File: config.mk
export PLATFORM = sky130hd
export DESIGN_NAME = scfl_queue
export DESIGN_NICKNAME = d
export VERILOG_FILES = /design/src/rtl/core/scfl_pkg.sv /design/src/rtl/core/scfl_queue.sv
export SDC_FILE = /design/constraint.sdc
export NUM_CORES = 1
export LEC_CHECK = 0
export ABC_AREA = 1
export BUFFER_PORTS_ARGS = -buffer_cell sky130_fd_sc_hd__buf_2
export CORE_UTILIZATION = 40
export DETAILED_ROUTE_END_ITERATION = 8
export GPL_ROUTABILITY_DRIVEN = 0
export PLACE_DENSITY_LB_ADDON = 0.2
export REMOVE_ABC_BUFFERS = 1
export SLEW_MARGIN = 20
export SYNTH_ARGS = -nofsm -noshare
export SYNTH_HDL_FRONTEND = slang
export SYNTH_SLANG_ARGS = --single-unit
File: constraint.sdc
create_clock -name clk -period 8.05 [get_ports clk]
set_clock_uncertainty 0.05 [all_clocks]
set_input_delay 1.2075 -clock clk [delete_from_list [all_inputs] [get_ports clk]]
set_output_delay 1.2075 -clock clk [all_outputs]
set_load 0.005 [all_outputs]
File: src/rtl/core/scfl_pkg.sv
// ----------------------------------------------------------------------------
// scfl_pkg
// Shared types and constants of the size-class free-list cache.
// ----------------------------------------------------------------------------
`timescale 1ns / 1ps

package scfl_pkg;

  localparam int NUM_CLASSES = 32;
  localparam int STACK_DEPTH = 16;
  localparam int QUEUE_DEPTH = 4;

  localparam int ADDR_W  = 48;
  localparam int SIZE_W  = 40;
  localparam int BYTES_W = 41;
  localparam int ALIGN_W = 4;
  localparam int CMAX_W  = 32;
  localparam int CFG_W   = 32;
  localparam int CFG_IDX_W = 1;

  localparam int CLS_W  = $clog2(NUM_CLASSES);
  localparam int KEXT_W = CLS_W + 2;
  localparam int IDX_W  = $clog2(STACK_DEPTH);
  localparam int CNT_W  = $clog2(STACK_DEPTH + 1);
  localparam int MEM_AW = CLS_W + IDX_W;
  localparam int QPTR_W = $clog2(QUEUE_DEPTH);
  localparam int QCNT_W = $clog2(QUEUE_DEPTH + 1);

  localparam logic [CFG_IDX_W-1:0] REG_ALIGN_LOG2 = 1'b0;
  localparam logic [CFG_IDX_W-1:0] REG_CACHE_MAX  = 1'b1;

  localparam logic [ALIGN_W-1:0] ALIGN_RESET = 4'd6;
  localparam logic [CMAX_W-1:0]  CMAX_RESET  = 32'd1048576;

  typedef enum logic [2:0] {
    ST_ZERO      = 3'd0,
    ST_HIT       = 3'd1,
    ST_MISS      = 3'd2,
    ST_BYP_ALLOC = 3'd3,
    ST_CACHED    = 3'd4,
    ST_BYP_FREE  = 3'd5,
    ST_NULL      = 3'd6,
    ST_FULL      = 3'd7
  } status_t;

  typedef enum logic [2:0] {
    OP_ZERO   = 3'd0,
    OP_BALLOC = 3'd1,
    OP_ALLOC  = 3'd2,
    OP_NULL   = 3'd3,
    OP_BFREE  = 3'd4,
    OP_FREE   = 3'd5
  } op_t;

  typedef struct packed {
    op_t                op;
    logic [CLS_W-1:0]   cls;
    logic [ADDR_W-1:0]  addr;
    logic [BYTES_W-1:0] bytes;
  } cmd_t;

endpackage

File: src/rtl/core/scfl_queue.sv
// ----------------------------------------------------------------------------
// scfl_queue
// Short command queue between request intake and stack execution.
// ----------------------------------------------------------------------------
`timescale 1ns / 1ps

module scfl_queue (
  input  logic           clk,
  input  logic           rst,
  input  logic           push,
  input  scfl_pkg::cmd_t push_data,
  output logic           full,
  input  logic           pop,
  output logic           empty,
  output scfl_pkg::cmd_t head
);
  import scfl_pkg::*;

  cmd_t              slots [QUEUE_DEPTH];
  logic [QPTR_W-1:0] wr_ptr;
  logic [QPTR_W-1:0] rd_ptr;
  logic [QCNT_W-1:0] count;

  assign full  = count == QCNT_W'(QUEUE_DEPTH);
  assign empty = count == '0;
  assign head  = slots[rd_ptr];

  always_ff @(posedge clk) begin
    if (rst) begin
      wr_ptr <= '0;
      rd_ptr <= '0;
      count  <= '0;
    end else begin
      if (push) begin
        wr_ptr <= wr_ptr + QPTR_W'(1);
      end
      if (pop) begin
        rd_ptr <= rd_ptr + QPTR_W'(1);
      end
      if (push && !pop) begin
        count <= count + QCNT_W'(1);
      end else if (pop && !push) begin
        count <= count - QCNT_W'(1);
      end
    end
  end

  always_ff @(posedge clk) begin
    if (push) begin
      slots[wr_ptr] <= push_data;
    end
  end

  a_no_overflow: assert property (@(posedge clk) disable iff (rst)
    push |-> (!full || pop))
    else $error("queue push while full");

  a_no_underflow: assert property (@(posedge clk) disable iff (rst)
    pop |-> !empty)
    else $error("queue pop while empty");

endmodule

==> results.md <==
- Post-CTS Hold Buffers: 0
- Fin. max-slew vios: 0
- WL/cell: 19.3 um
- Antenna-violating nets left: 0
- Largest net degree at the start of global routing: 103
- Synth-to-Final Area Change: 18.1%
- Register area share after synthesis: 80.0%
- Antenna violations before repair: 7
- Max Buffers Root-to-Sink: 3
- Num Clock Sinks: 397
- I/O pin count: 200
- Ys Warns: 0
- Hold Violations, Final: 0
- Most frequent cells after synthesis: edfxtp_1, nor2_1, o21ai_0
- Initial DRC Count: 552
- # port buffers: 199
- CTS tree: built
- Setup WS pre-CTS: 4210 ps
- Placed Cells: 1609
- Peak supply drop: 0.159 mV
- HP Class: register to register
- Seq cells post-synth: 397
- WL final: 32600 um
- Worst skew pair latency: 550 ps
- DP HPWL: 17400 um
- Finished Layout Cells: 1689
- Outcome: complete, no violations
- Horiz. Die Dim: 194 um
- Total leakage power: 0.00607 uW
- Post-synth cell types: 21
- DRC violations left: 0
- Final Critical Period: 4100 ps
- Largest cells by area after synthesis: edfxtp_1, nor2_1, o21ai_0
- H-tree depth: 2
- First-pass GRT wire length: 49700 um
- Starting Density: 40.5%
- Data arrival, critical path: 2840 ps
- CP max FO: 102
- Share of cells above drive strength 1: 22.7%
- Core ar.: 36500 um2
- Dominant cell type by area after synthesis: edfxtp_1
- Vias per cell: 5.13
- Top FF cell, synth: edfxtp_1
- Peak Freq: 244 MHz
- Worst setup SP type: register
- Number of synthesized flops with an enable pin: 388
- Max cap viols: 0
- CTS buffer count: 43
- Final WS setup: 3950 ps
- Slew margin rel.: 26.6%
- Gr ovfl total: 0
- Number of core rows: 70
- CTS resizes: 0
- Final setup viols: 0
- FILL cells: 3233
- Setup TNS Final: 0 ps
- Die height: 194 um
- DR vias: 8669
- Area of the multi-input gates: 2510 um2
- Seq. cell area: 11800 um2
- Synth top area share: 78.8%
- Worst-Margin Slew: 1100 ps
- Most common cell in the netlist: edfxtp_1
- Syn Inst Count: 995
- Final nets: 1293
- Avg Cell Area, Syn: 14.9 um2
- RSZ-0062 raised after global routing: false
- Die area: 37700 um2
- Period utilization: 50.9%
- Clock root buffer master: clkbuf_16
- P per Cell Area: 267 nW/um2
- CP Class: register to output pin
- Worst Setup End Kind: output pin
- Iteration count of the initial detailed-routing pass: 4
- Netlist Area Pre-Place: 14800 um2
- Async SR Flop Fraction: 0%
- Final Core Density: 47.8%
- Vias in the first global route: 8544
- CP Data Required Time: 6790 ps
- Post CTS Setup Buffer Count: 0
- All-Layer GR Usage: 17.3%
- CTS clk-pin slew, worst paths: 60 ps
==> layout make-up <==
class,count,area share [%]
antenna,6,0.0860
clock inverter,20,0.982
inverter,17,0.459
multi-input combinational,519,14.4
timing repair buffer,208,6.11
clock buffer,54,6.81
tap,468,3.35
sequential,397,67.8
==> cell usage in the layout, fill, tap and decap left out <==
cell	Yosys	layout
o22ai_1	97	97
nor3_1	2	2
nand3_1	1	1
dfxtp_4	0	2
edfxtp_1	388	388
xor2_1	1	1
clkinv_1	0	8
nor2_1	200	200
inv_1	15	11
buf_6	15	1
clkinv_2	0	8
o21ai_0	136	136
inv_4	1	4
clkinv_4	0	1
nand2_1	9	9
clkinvlp_4	0	1
clkbuf_8	0	3
o21ai_1	63	63
bufinv_16	0	3
dfxtp_1	9	7
clkbuf_16	0	45
ha_1	5	5
fa_1	1	1
a21oi_1	3	3
inv_6	0	1
diode_2	0	6
buf_4	0	8
nand4_1	1	1
clkbuf_1	25	6
buf_2	19	199
==> metal layers <==
layer	routed length, um	vias to the layer above	part of all wire, %	GRT usage, %
met1	14800	4248	45	23.2
met5	32	-	0.098	0
met3	2130	53	6.5	4.49
met2	14900	210	46	27.3
met4	707	4	2.2	6.17
li1	-	4154	-	-
==> per-stage QoR <==
step	hold slack (ps)	instance area (um2)	power, uW
floorplan	362	14400	2620
global placement	368	16100	2800
detailed placement	370	16100	2810
CTS	377	17400	4710
global route	386	17500	4830
finish	376	17500	4660
==> cells by family after synthesis <==
| family | count (synthesis) | share of synthesized area (%) |
|---|---|---|
| fa+ha+maj | 6 | 0.559 |
| simple gates | 213 | 5.45 |
| compound gates | 299 | 10.9 |
| flops | 397 | 80.0 |
| xor+xnor | 1 | 0.0592 |
| buf+inv | 79 | 2.97 |
==> registers in the layout (all words and copies together) (netlist names), named ones only <==
register	count
wr_ptr	2
count	3
slots	388
rd_ptr	2
==> worst max-delay path, cell delays in order, from the launching register on <==
cell,delay [ps]
dfxtp_4,450
inv_6,540
buf_6,680
o21ai_0,210
o22ai_1,180
buf_2,140
==> power by group <==
part / leakage (uW) / total (uW) / switching (uW) / internal, uW
sequential: 0.00364 / 2390 / 26.7 / 2360
combinational: 0.00176 / 366 / 240 / 126
clock: 0.000670 / 1900 / 765 / 1140
total: 0.00607 / 4660 / 1030 / 3620
==> worst paths after layout <==
kind | startpoint | end | slack, ps | depth (start not counted)
hold / removal | rd_ptr[1] | register | 380 | 1
setup / recovery | register | head[17] | 3950 | 5
setup reg to reg | wr_ptr[0] | slots[0][74] | 5590 | 5
hold reg to reg | rd_ptr[1] | register | 380 | 1
Power figures use the tool's default switching activity.
