===== src/rtl/core/scfl_pkg.sv =====
// ----------------------------------------------------------------------------
// scfl_pkg
// Shared types and constants of the size-class free-list cache.
// ----------------------------------------------------------------------------
`timescale 1ns / 1ps

package scfl_pkg;

  localparam int NUM_CLASSES = 32;
  localparam int STACK_DEPTH = 16;
  localparam int QUEUE_DEPTH = 4;

  localparam int ADDR_W  = 48;
  localparam int SIZE_W  = 40;
  localparam int BYTES_W = 41;
  localparam int ALIGN_W = 4;
  localparam int CMAX_W  = 32;
  localparam int CFG_W   = 32;
  localparam int CFG_IDX_W = 1;

  localparam int CLS_W  = $clog2(NUM_CLASSES);
  localparam int KEXT_W = CLS_W + 2;
  localparam int IDX_W  = $clog2(STACK_DEPTH);
  localparam int CNT_W  = $clog2(STACK_DEPTH + 1);
  localparam int MEM_AW = CLS_W + IDX_W;
  localparam int QPTR_W = $clog2(QUEUE_DEPTH);
  localparam int QCNT_W = $clog2(QUEUE_DEPTH + 1);

  localparam logic [CFG_IDX_W-1:0] REG_ALIGN_LOG2 = 1'b0;
  localparam logic [CFG_IDX_W-1:0] REG_CACHE_MAX  = 1'b1;

  localparam logic [ALIGN_W-1:0] ALIGN_RESET = 4'd6;
  localparam logic [CMAX_W-1:0]  CMAX_RESET  = 32'd1048576;

  typedef enum logic [2:0] {
    ST_ZERO      = 3'd0,
    ST_HIT       = 3'd1,
    ST_MISS      = 3'd2,
    ST_BYP_ALLOC = 3'd3,
    ST_CACHED    = 3'd4,
    ST_BYP_FREE  = 3'd5,
    ST_NULL      = 3'd6,
    ST_FULL      = 3'd7
  } status_t;

  typedef enum logic [2:0] {
    OP_ZERO   = 3'd0,
    OP_BALLOC = 3'd1,
    OP_ALLOC  = 3'd2,
    OP_NULL   = 3'd3,
    OP_BFREE  = 3'd4,
    OP_FREE   = 3'd5
  } op_t;

  typedef struct packed {
    op_t                op;
    logic [CLS_W-1:0]   cls;
    logic [ADDR_W-1:0]  addr;
    logic [BYTES_W-1:0] bytes;
  } cmd_t;

endpackage


===== src/rtl/core/scfl_front.sv =====
// ----------------------------------------------------------------------------
// scfl_front
// Request intake: registers a request, maps it to a size class or bypass and
// hands a classified command to the queue.
// ----------------------------------------------------------------------------
`timescale 1ns / 1ps

module scfl_front (
  input  logic                           clk,
  input  logic                           rst,
  input  logic                           start,
  output logic                           busy,
  input  logic                           req_type,
  input  logic [scfl_pkg::SIZE_W-1:0]    size_bytes,
  input  logic [scfl_pkg::ADDR_W-1:0]    block_addr,
  input  logic [scfl_pkg::ALIGN_W-1:0]   align_log2,
  input  logic [scfl_pkg::CMAX_W-1:0]    cache_max_bytes,
  input  logic                           q_full,
  output logic                           q_push,
  output scfl_pkg::cmd_t                 q_data
);
  import scfl_pkg::*;

  logic                s1_valid;
  logic                s1_free;
  logic [SIZE_W-1:0]   s1_size;
  logic [ADDR_W-1:0]   s1_addr;
  logic                s1_big;
  logic                s1_zero;
  logic                accept;

  logic [CMAX_W-1:0]   sm1;
  logic [KEXT_W-1:0]   blen;
  logic [KEXT_W-1:0]   kcls;
  logic                byp;
  logic [BYTES_W-1:0]  mask;
  logic [BYTES_W-1:0]  pad;

  assign busy   = s1_valid && q_full;
  assign accept = start && !busy;
  assign q_push = s1_valid && !q_full;

  always_ff @(posedge clk) begin
    if (rst) begin
      s1_valid <= 1'b0;
    end else if (accept) begin
      s1_valid <= 1'b1;
    end else if (q_push) begin
      s1_valid <= 1'b0;
    end
  end

  always_ff @(posedge clk) begin
    if (accept) begin
      s1_free <= req_type;
      s1_size <= size_bytes;
      s1_addr <= block_addr;
      s1_big  <= size_bytes > {{(SIZE_W-CMAX_W){1'b0}}, cache_max_bytes};
      s1_zero <= size_bytes == '0;
    end
  end

  // bit length of size-1 gives the smallest power of two covering size
  always_comb begin
    sm1  = s1_size[CMAX_W-1:0] - CMAX_W'(1);
    blen = '0;
    for (int i = 0; i < CMAX_W; i++) begin
      if (sm1[i]) begin
        blen = KEXT_W'(i + 1);
      end
    end
    if (s1_zero) begin
      blen = '0;
    end
    kcls = (blen < KEXT_W'(align_log2)) ? KEXT_W'(align_log2) : blen;
    byp  = s1_big || (kcls >= KEXT_W'(NUM_CLASSES));
    mask = (BYTES_W'(1) << align_log2) - BYTES_W'(1);
    pad  = ({1'b0, s1_size} + mask) & ~mask;
  end

  always_comb begin
    q_data.cls   = kcls[CLS_W-1:0];
    q_data.addr  = s1_addr;
    q_data.bytes = '0;
    if (!s1_free) begin
      if (s1_zero) begin
        q_data.op = OP_ZERO;
      end else if (byp) begin
        q_data.op    = OP_BALLOC;
        q_data.bytes = pad;
      end else begin
        q_data.op    = OP_ALLOC;
        q_data.bytes = BYTES_W'(1) << kcls;
      end
    end else begin
      if (s1_addr == '0) begin
        q_data.op = OP_NULL;
      end else if (byp) begin
        q_data.op = OP_BFREE;
      end else begin
        q_data.op = OP_FREE;
      end
    end
  end

endmodule


===== config.mk =====
export PLATFORM = sky130hd
export DESIGN_NAME = scfl_front
export DESIGN_NICKNAME = d
export VERILOG_FILES = /design/src/rtl/core/scfl_pkg.sv /design/src/rtl/core/scfl_front.sv
export SDC_FILE = /design/constraint.sdc
export NUM_CORES = 1
export LEC_CHECK = 0
export BUFFER_PORTS_ARGS = -buffer_cell sky130_fd_sc_hd__buf_2
export CAP_MARGIN = 5
export CORE_UTILIZATION = 25
export CTS_CLUSTER_DIAMETER = 50
export CTS_CLUSTER_SIZE = 40
export DETAILED_ROUTE_END_ITERATION = 10
export PLACE_DENSITY_LB_ADDON = 0.08
export SLEW_MARGIN = 15
export SYNTH_ARGS = -nofsm -noshare
export SYNTH_HDL_FRONTEND = slang
export SYNTH_SLANG_ARGS = --single-unit
export TNS_END_PERCENT = 30

===== constraint.sdc =====
create_clock -name clk -period 5 [get_ports clk]
set_clock_uncertainty 0.15 [all_clocks]
set_input_delay 0.25 -clock clk [delete_from_list [all_inputs] [get_ports clk]]
set_output_delay 0.25 -clock clk [all_outputs]
set_load 0.01 [all_outputs]

==> results of run 1 <==
how the worst max path moves through the flow:
stage / endpoint / slack, ns / cells past startpoint
after floorplan: q_data[39] / 0.01 / 19
after global placement: q_data[5] / -0.23 / 19
after detailed placement: q_data[39] / -0.27 / 20
after CTS: q_data[14] / -0.12 / 20
after global routing: q_data[29] / -0.27 / 18
final: q_data[29] / -0.07 / 20
timing repair:
item,4_1_cts,5_1_grt
gates resized for setup,73,60
setup endpoints to repair,39,41
cloned,1,0
setup buffers,8,8
hold buffers,89,0
pin swaps,35,34
hold endpoints to repair,88,0
state kept, by name (all words and copies together) (netlist names):
| register | count |
|---|---|
| s1_addr | 48 |
| s1_size | 40 |
| s1_big | 1 |
| s1_free | 1 |
| s1_valid | 1 |
| s1_zero | 1 |
cells in the mapped netlist (6+ instances only):
master,n
o21a_1,13
a31oi_1,10
clkbuf_1,11
o211ai_1,10
xnor2_1,22
or3_1,9
nor4_1,34
o22ai_1,15
a22o_1,7
a211oi_1,7
o32ai_1,8
o21ai_0,45
nor3_1,27
ha_1,78
and3_1,10
buf_2,9
nor2b_1,17
nor2_1,75
nand2_1,56
a21o_1,40
nand2b_1,22
nand4_1,23
a32o_1,7
xor2_1,16
or4_1,6
a21oi_1,54
inv_1,70
edfxtp_1,91
nand3_1,18
worst reg2reg max path, stage by stage (launching register included):
cell	delay, ns
dfxtp_1	0.32
and2_1	0.17
nor2b_4	0.65
buf_4	0.59
cells by family after synthesis:
logic type,synth area share [%]
XOR/XNOR,4.013
multiplexers,0.9202
buffers and inverters,4.586
AO/OA/AOI/OAI,23.49
AND/OR/NAND/NOR,21.75
flip-flops,33.19
other,0.04521
adder cells (fa/ha/maj),12.01
report_power, final:
part	internal (mW)	switching [mW]	total (mW)
Clock	0.393	0.309	0.702
Sequential	0.903	0.0334	0.936
Combinational	0.447	0.484	0.931
Total	1.74	0.826	2.57
per-layer routing:
metal | share of wire, % | vias to the layer above | track usage, %
li1 | - | 4514 | -
met1 | 47 | 4126 | 24.68
met2 | 48 | 232 | 31.41
met3 | 5.1 | 9 | 3.339
met4 | 0.72 | 0 | 3.133
met5 | 0 | - | 0
through the flow:
step | setup WS [ns] | area (um2) | total power [mW]
after global routing | -0.2675 | 13020 | 2.716
after detailed placement | -0.2652 | 11080 | 1.746
after CTS | -0.1163 | 12680 | 2.551
final | -0.07458 | 13020 | 2.569
after floorplan | 0.01405 | 8334 | 1.402
after global placement | -0.2253 | 11080 | 1.756
cells in the final DEF (no fill, tap or decap), types with 6 or more instances in the layout:
cell	count
a211oi_1	7
a21o_1	40
a21oi_1	48
a21oi_2	7
a22o_1	7
a31oi_1	8
and3_1	9
buf_2	225
buf_4	155
buf_6	12
clkbuf_16	9
conb_1	11
dlygate4sd3_1	89
edfxtp_1	91
ha_1	72
ha_4	6
inv_1	69
nand2_1	51
nand2b_1	19
nand3_1	16
nand4_1	23
nor2_1	74
nor2b_1	14
nor3_1	23
nor4_1	32
o211ai_1	10
o21a_1	13
o21ai_0	31
o21ai_1	12
o21ai_2	7
o22ai_1	8
o22ai_2	6
or3_1	7
xnor2_1	22
xor2_1	14
area by class of cell:
type,instances,area share [%]
Inverter,71,2.047
Tap cell,442,4.247
Clock inverter,6,0.5477
Sequential cell,92,21.14
Antenna cell,1,0.01922
Timing Repair Buffer,483,25.77
Multi-Input combinational cell,749,44.48
Clock buffer,10,1.758
==> impl_metrics.tcl, run 1 <==
set metrics [dict create \
    outcome "finished, violations left" \
    violations "negative setup slack" \
    rsz0062_at_grt "true" \
    worstMarginPinSlew_ns 0.9549 \
    setup_viol 12 \
    finish.utilization_pct 39.92 \
    drt_iter0_drc 530 \
    dp.final_hpwl_mm 26.02 \
    max_freq_ghz 0.1971 \
    area_delta_synth_final_pct 57.01 \
    clk_path_buf_depth 2 \
    period_minus_slack_ns 5.075 \
    start_util_pct 25.43 \
    p_leak_nw 5.792 \
    startpoint "s1_size[2]" \
    synth_top_area_cell "edfxtp_1" \
    timing.hold.ws_ns 0.01993 \
    fin_tns_setup_ns -0.3602 \
    h-tree-depth 3 \
    synth_edf_count 91 \
    cp_data_required_time_ns 4.60 \
    power_density_mw_per_mm2 197.3 \
    cp_common_cell "buf_4" \
    port_buffers 227 \
    grt_pass1_wl_mm 48.21 \
    die-area_mm2 0.03391 \
    final_layout_size_suffix_gt1_share_pct 36.92 \
    worstHoldEndpoint "s1_size[17]" \
    antenna_found_initial 0 \
    ys_seq_area_share_pct 33.19 \
    slew_violations 0 \
    path_buf_inv 6 \
    timing.final.ws_setup_ns -0.07458 \
    grt_max_degree 42 \
    grt_util_all_layers_pct 18.52 \
    crit_family "compound AO/OA/AOI/OAI gates" \
    finalWirelength_mm 31.65 \
    root_buffer "clkbuf_16" \
    min_from "size_bytes[17]" \
    syn_area_per_cell_um2 8.976 \
    cts.sinks 92 \
    clk_latency_ns 0.35 \
    via_per_inst 4.790 \
    fin_nets 1614 \
    yosys-top-cells-area "edfxtp_1 33%, ha_1 12%, a21o_1 3.6%" \
    crit_slowest_cell "edfxtp_1" \
    grt_remaining_overflow 0 \
    die_h_um 184.1 \
    place_congestion 0.8881 \
    r2r-end "s1_size[12]" \
    std_cell_rows 66 \
    multi_input_area_mm2 0.005792 \
    path_max_fanout 8 \
    cp_slowest_stage_delay_ns 0.40 \
    ioPinCount 228 \
    cts_tree "built" \
    fin_cells 1854 \
    drv_cap 0 \
    vdd_drop_max_mv 0.2699 \
    hold_violations 0 \
    first_pass_iters 5 \
    cp-start-kind "flip-flop" \
    ys_ff_latch 92 \
    syn_inst 924 \
    dpl.cell_count 1733 \
    fillCellCount 3341 \
    antenna_left 0 \
    hold_path.class "input pin to flip-flop" \
    r2r_start "s1_valid" \
    fin_crit_sh_pct 101.5 \
    post_drt_wl_per_cell_um 17.07 \
    syn_area_mm2 0.008294 \
    relSlewSlack_pct 35.85 \
    r2r_cells 3 \
    vias 8881 \
    crit_type "flip-flop to output pin" \
    ys.flop_type "edfxtp_1" \
    yosysWarnings 0 \
    clkTransAtPathRegs_ns 0.06 \
    min_path_cells 1 \
    endpoint_kind "output pin" \
    cts_made_buffers 9 \
    synth_cell_type_count 86 \
    die_x_um 184.1 \
    regArea_mm2 0.002753 \
    r2r_slack_ns 2.73 \
    core_area_mm2 0.03262 \
    grt_pass1_vias 8808 \
    cp.arrival_ns 4.67 \
    drc_errors 0 \
    netlist.area_leader.share_pct 32.95 \
    async_flop_share_pct 0 \
    cp_cell_sequence "buf_4, or3_4, buf_4, nor2_1, a41oi_1, o21ai_1, nor2b_1, a311o_1, a311oi_2, buf_4, ha_4, o21a_1, o21ai_2, buf_6, o221ai_4, buf_12, mux2_4, nand2b_4, o22ai_2, buf_2" \
]
No activity file was read; power rests on OpenSTA's default activity.
==> run 2: changes to the inputs <==
- CORE_MARGIN: not set -> 1.5
==> run 2 against run 1 <==
Against the previous run: wire length is 0.26% lower; the run still ends with negative setup slack left; non-clock buffer count down 17; first-iteration DRC count decreased by 26%; highest routed layer unchanged; sequential power hardly changed; design area decreased by 2.1%; sequential share of layout area up 0.46 points; flip-flop and latch count is the same; critical endpoint is now q_data[24]; via count is 0.32% lower; total power decreased by 1.7%.
==> impl_metrics.tcl, run 2 (synthesis gave the netlist of run 1 again) <==
set metrics [dict create \
    via_per_inst 4.822 \
    grt_remaining_overflow 0 \
    grt_max_degree 47 \
    die_h_um 185.1 \
    worstHoldEndpoint "s1_size[30]" \
    path_max_fanout 6 \
    power_mw 2.526 \
    vias 8853 \
    power_density_mw_per_mm2 198.2 \
    cts.sinks 92 \
    vdd_drop_max_mv 0.1922 \
    drc_errors 0 \
    drt_iter0_drc 392 \
    finalWirelength_mm 31.57 \
    clk_path_buf_depth 2 \
    port_buffers 227 \
    area_delta_synth_final_pct 53.66 \
    cp-start-kind "flip-flop" \
    cp_common_cell "a311o_1" \
    r2r_cells 3 \
    hold_violations 0 \
    drv_cap 0 \
    cp_cell_sequence "or4_4, o22ai_4, a311o_1, o211ai_1, nor2b_1, a311o_1, a311oi_2, ha_1, o21a_1, o21ai_1, buf_4, o221ai_4, mux2_4, or2_4, o22ai_2, buf_2" \
    design_area_mm2 0.01274 \
    grt_use_met3_pct 3.264 \
    crit_type "flip-flop to output pin" \
    rsz0062_at_grt "true" \
    timing.final.ws_setup_ns -0.1244 \
    timing.hold.ws_ns 0.009965 \
    cts_tree "built" \
    hold_path.class "input pin to flip-flop" \
    outcome "finished, violations left" \
    dpl.cell_count 1714 \
    top_usage_layer "met2" \
    n_antenna_cell 0 \
    min_from "size_bytes[30]" \
    violations "negative setup slack" \
    dp_slack_ns -0.1503 \
    root_buffer "clkbuf_16" \
    grt_util_all_layers_pct 18.21 \
    r2r_slack_ns 3.30 \
    first_pass_iters 5 \
    setup_viol 30 \
    cts_made_buffers 9 \
    grt_pass1_wl_mm 48.28 \
    die-area_mm2 0.03428 \
    h-tree-depth 3 \
    fin_crit_sh_pct 102.5 \
    dpl_cell_area_mm2 0.01092 \
    gr-usage-met2_pct 30.60 \
    core_area_mm2 0.03262 \
    fin_cells 1836 \
    post_drt_wl_per_cell_um 17.19 \
    min_path_cells 1 \
    period_minus_slack_ns 5.124 \
    clkTransAtPathRegs_ns 0.08 \
    dp.final_hpwl_mm 25.93 \
    largest_register "s1_addr" \
    max_freq_ghz 0.1951 \
    final_layout_size_suffix_gt1_share_pct 35.08 \
    endpoint_kind "output pin" \
    worstMarginPinSlew_ns 1.057 \
    clk_latency_ns 0.35 \
    grt_pass1_vias 9007 \
    std_cell_rows 66 \
    r2r_start "s1_valid" \
    cp_data_required_time_ns 4.60 \
    layout_commonest_cell "buf_2" \
    largest_reg_flops 48 \
    place_congestion 0.8577 \
    top_regs "s1_addr x48, s1_size x40" \
    grt.met1_usage_pct 24.26 \
    die_x_um 185.1 \
    cp.arrival_ns 4.72 \
    cp_slowest_stage_delay_ns 0.63 \
    start_util_pct 25.43 \
    ioPinCount 228 \
    r2r-end "s1_size[17]" \
    crit_slowest_cell "or4_4" \
    slew_violations 0 \
    antenna_found_initial 0 \
    antenna_left 0 \
    fillCellCount 3350 \
    fin_nets 1597 \
    final_cell_mix "225 x buf_2, 144 x buf_4, 91 x edfxtp_1" \
    p_leak_nw 5.664 \
    relSlewSlack_pct 27.71 \
]
## run 2: cell count changes in the layout (fill, tap and decap cells not counted), moves of 4 or more
cell     before  now
o21ai_2       7    1
ha_4          6    1
a21oi_2       7    3
a21oi_1      48   52
buf_4       155  144
ha_1         72   77
## run 2: worst max path at each step
stage / from / end / slack, ns / cells past startpoint
after floorplan: align_log2[1] / q_data[39] / 0.01 / 19
after global placement: align_log2[1] / q_data[39] / -0.1 / 20
after detailed placement: align_log2[1] / q_data[39] / -0.15 / 20
after CTS: s1_size[4] / q_data[5] / -0.07 / 18
after global routing: s1_size[4] / q_data[6] / -0.34 / 18
final: s1_size[4] / q_data[24] / -0.12 / 16
## run 2: power by group
group | switching, mW | leakage, nW | internal (mW) | total [mW]
sequential | 0.0327 | 0.887 | 0.902 | 0.935
clock | 0.339 | 0.146 | 0.356 | 0.695
combinational | 0.474 | 4.63 | 0.422 | 0.896
total | 0.845 | 5.66 | 1.68 | 2.53
## run 2: layout make-up
cell class	count	area, um2	area share (%)
inverter	71	266.5	2.091
timing repair buffer	466	3189	25.02
clock buffer	9	225.2	1.767
sequential	92	2753	21.60
tap	442	553.0	4.339
multi-input combinational	749	5678	44.55
clock inverter	7	80.08	0.6283
## run 2: repair_timing
action                                  CTS  global route
endpoints found under the setup margin   36            43
endpoints found under the hold margin    87             0
buffers inserted                          9             9
pin swaps                                31            21
gates cloned                              1             0
hold buffers                             88             0
resized for setup                        57            52
## run 2: per-layer routing
metal  vias up  part of all wire (%)  wire length (um)
met4         0                   1.3               423
met3        22                   5.1              1607
li1       4477                     -                 -
met5         -                     0                 0
met1      4115                    47             14800
met2       239                    47             14730
## run 2: metrics by stage
| stage | util, % | setup TNS (ns) |
|---|---|---|
| 3_3_place_gp | 33.48 | -0.2844 |
| 4_1_cts | 38.11 | -1.326 |
| 3_5_place_dp | 33.48 | -1.748 |
| 2_1_floorplan | - | 0 |
| 5_1_grt | 39.07 | -9.724 |
| 6_report | 39.07 | -1.874 |
## run 2: critical path: cells and delay by family (launching register included)
kind / cells / cell delay, ns
adder cells (fa/ha/maj): 1 / 0.30
AO/OA/AOI/OAI: 9 / 1.89
flip-flops: 1 / 0.42
multiplexers: 1 / 0.38
AND/OR/NAND/NOR: 3 / 1.10
buffers and inverters: 2 / 0.30
==> run 3: changes to the inputs <==
- REMOVE_ABC_BUFFERS: not set -> 1
==> run 3 against run 2 <==
Against the previous run: the flow still finishes with violations (negative setup slack); flip-flop and latch count did not move; wire length grew 0.93%; combinational power increased by 3.2%; register-to-register slack worse by 0.39 ns; first-iteration DRC count increased by 31%; core utilization is 1.1 points higher; sequential share of layout area is 0.58 points lower; critical path type unchanged; critical endpoint is now q_data[6].
==> impl_metrics.tcl, run 3 (synthesis gave the netlist of run 1 again) <==
set metrics [dict create \
    start_util_pct 25.43 \
    finish.utilization_pct 40.16 \
    root_buffer "clkbuf_16" \
    die_h_um 185.1 \
    hold_violations 0 \
    grt_max_degree 42 \
    period_minus_slack_ns 5.042 \
    worstMarginPinSlew_ns 0.9606 \
    cp_common_cell "buf_6" \
    r2r_cells 4 \
    critical_path_cell_count 18 \
    r2r_start "s1_valid" \
    cts.sinks 92 \
    crit_family "compound AO/OA/AOI/OAI gates" \
    largest_register "s1_addr" \
    drc_errors 0 \
    area_delta_synth_final_pct 57.93 \
    startpoint "s1_size[4]" \
    core_area_mm2 0.03262 \
    path_buf_inv 3 \
    ioPinCount 228 \
    relSlewSlack_pct 34.30 \
    antenna_left 0 \
    final_cell_mix "225 x buf_2, 158 x buf_4, 91 x edfxtp_1" \
    top_regs "s1_addr x48, s1_size x40" \
    n_antenna_cell 0 \
    grt_remaining_overflow 0 \
    die-area_mm2 0.03428 \
    power_density_mw_per_mm2 200.5 \
    grt_pass1_wl_mm 48.25 \
    dp.final_hpwl_mm 26.10 \
    antenna_found_initial 1 \
    cts_tree "built" \
    setup_viol 9 \
    vias 8979 \
    crit_slowest_cell "edfxtp_1" \
    std_cell_rows 66 \
    r2r-end "s1_addr[21]" \
    fillCellCount 3294 \
    fin_crit_sh_pct 100.8 \
    clk_path_buf_depth 2 \
    cp_data_required_time_ns 4.60 \
    p_leak_nw 5.823 \
    endpoint_kind "output pin" \
    crit_type "flip-flop to output pin" \
    grt_pass1_vias 8856 \
    first_pass_iters 5 \
    layout_commonest_cell "buf_2" \
    timing.final.ws_setup_ns -0.04172 \
    final_layout_size_suffix_gt1_share_pct 37.60 \
    clk_latency_ns 0.36 \
    violations "negative setup slack" \
    dpl.cell_count 1735 \
    drt_iter0_drc 514 \
    cp-start-kind "flip-flop" \
    fin_cells 1865 \
    largest_reg_flops 48 \
    max_freq_ghz 0.1983 \
    place_congestion 0.8351 \
    rsz0062_at_grt "true" \
    via_per_inst 4.814 \
    cp_slowest_stage_delay_ns 0.42 \
    grt_util_all_layers_pct 18.39 \
    cp_cell_sequence "or3_4, buf_6, nor3_4, a21boi_2, or2_1, nor3_2, a31oi_1, a311o_1, a311oi_4, ha_4, o21a_1, o21ai_2, o221ai_4, mux2_4, buf_6, and2b_4, a22o_1, buf_2" \
    path_max_fanout 7 \
    outcome "finished, violations left" \
    finalWirelength_mm 31.86 \
    die_x_um 185.1 \
    setup.worst_path.end "q_data[6]" \
    port_buffers 227 \
    cts_made_buffers 9 \
    clkTransAtPathRegs_ns 0.07 \
    slew_violations 0 \
    post_drt_wl_per_cell_um 17.08 \
    drv_cap 0 \
    hold_path.class "input pin to flip-flop" \
    cp.arrival_ns 4.64 \
    fin_nets 1626 \
    power_mw 2.627 \
    r2r_slack_ns 2.91 \
    vdd_drop_max_mv 0.1382 \
    h-tree-depth 3 \
]
==> run 3: layout make-up <==
type	instances	area, um2	area share (%)
Multi-Input combinational cell	748	5715	43.63
Timing Repair Buffer	496	3488	26.63
Sequential cell	92	2753	21.01
Tap cell	442	553.0	4.222
Inverter	71	266.5	2.035
Clock buffer	9	225.2	1.719
Clock inverter	7	97.59	0.7451
==> run 3: timing repair <==
action                                 4_1_cts  5_1_grt
gates cloned                                 1        0
endpoints found under the hold margin       89        0
hold buffers                                90        0
buffers inserted                            13       13
setup endpoints to repair                   35       39
pin swaps                                   25       43
gates resized for setup                     59       71
==> run 3: through the flow <==
step	instance area, um2	TNS, ns	setup slack [ns]	hold WS [ns]
final	13100	-0.2268	-0.04172	0.04427
after global routing	13100	-5.111	-0.2499	0.04759
after CTS	12640	-1.251	-0.09868	0.05535
after detailed placement	11080	-0.7166	-0.1288	0.2781
after global placement	11080	-0.2199	-0.08436	0.2766
after floorplan	8218	-19.14	-0.2103	0.1724
==> run 3: worst reg2reg max path, stage by stage, from the launching register on <==
cell	delay (ns)
dfxtp_1	0.32
and2_1	0.18
nor2b_4	0.43
buf_16	0.24
buf_4	0.41
==> run 3: worst min path at each step <==
stage               cells after the start          end            from  slack, ns
floorplan                               1     s1_valid             rst       0.17
global placement                        1  s1_addr[27]  block_addr[27]       0.28
detailed placement                      1  s1_addr[24]  block_addr[24]       0.28
CTS                                     1   s1_size[0]   size_bytes[0]       0.06
global route                            1   s1_size[0]   size_bytes[0]       0.05
finish                                  1   s1_size[0]   size_bytes[0]       0.04
==> run 3: routing by layer <==
| metal | GRT usage, % | vias up | wire, um |
|---|---|---|---|
| li1 | - | 4528 | - |
| met1 | 24.44 | 4192 | 14980 |
| met4 | 4.260 | 0 | 463 |
| met3 | 3.284 | 22 | 1498 |
| met5 | 0 | - | 0 |
| met2 | 30.87 | 237 | 14920 |
==> run 3: power breakdown <==
part,leakage [nW],internal [mW],switching (mW)
combinational,4.78,0.448,0.477
clock,0.159,0.408,0.360
sequential,0.887,0.902,0.0330
total,5.82,1.76,0.869
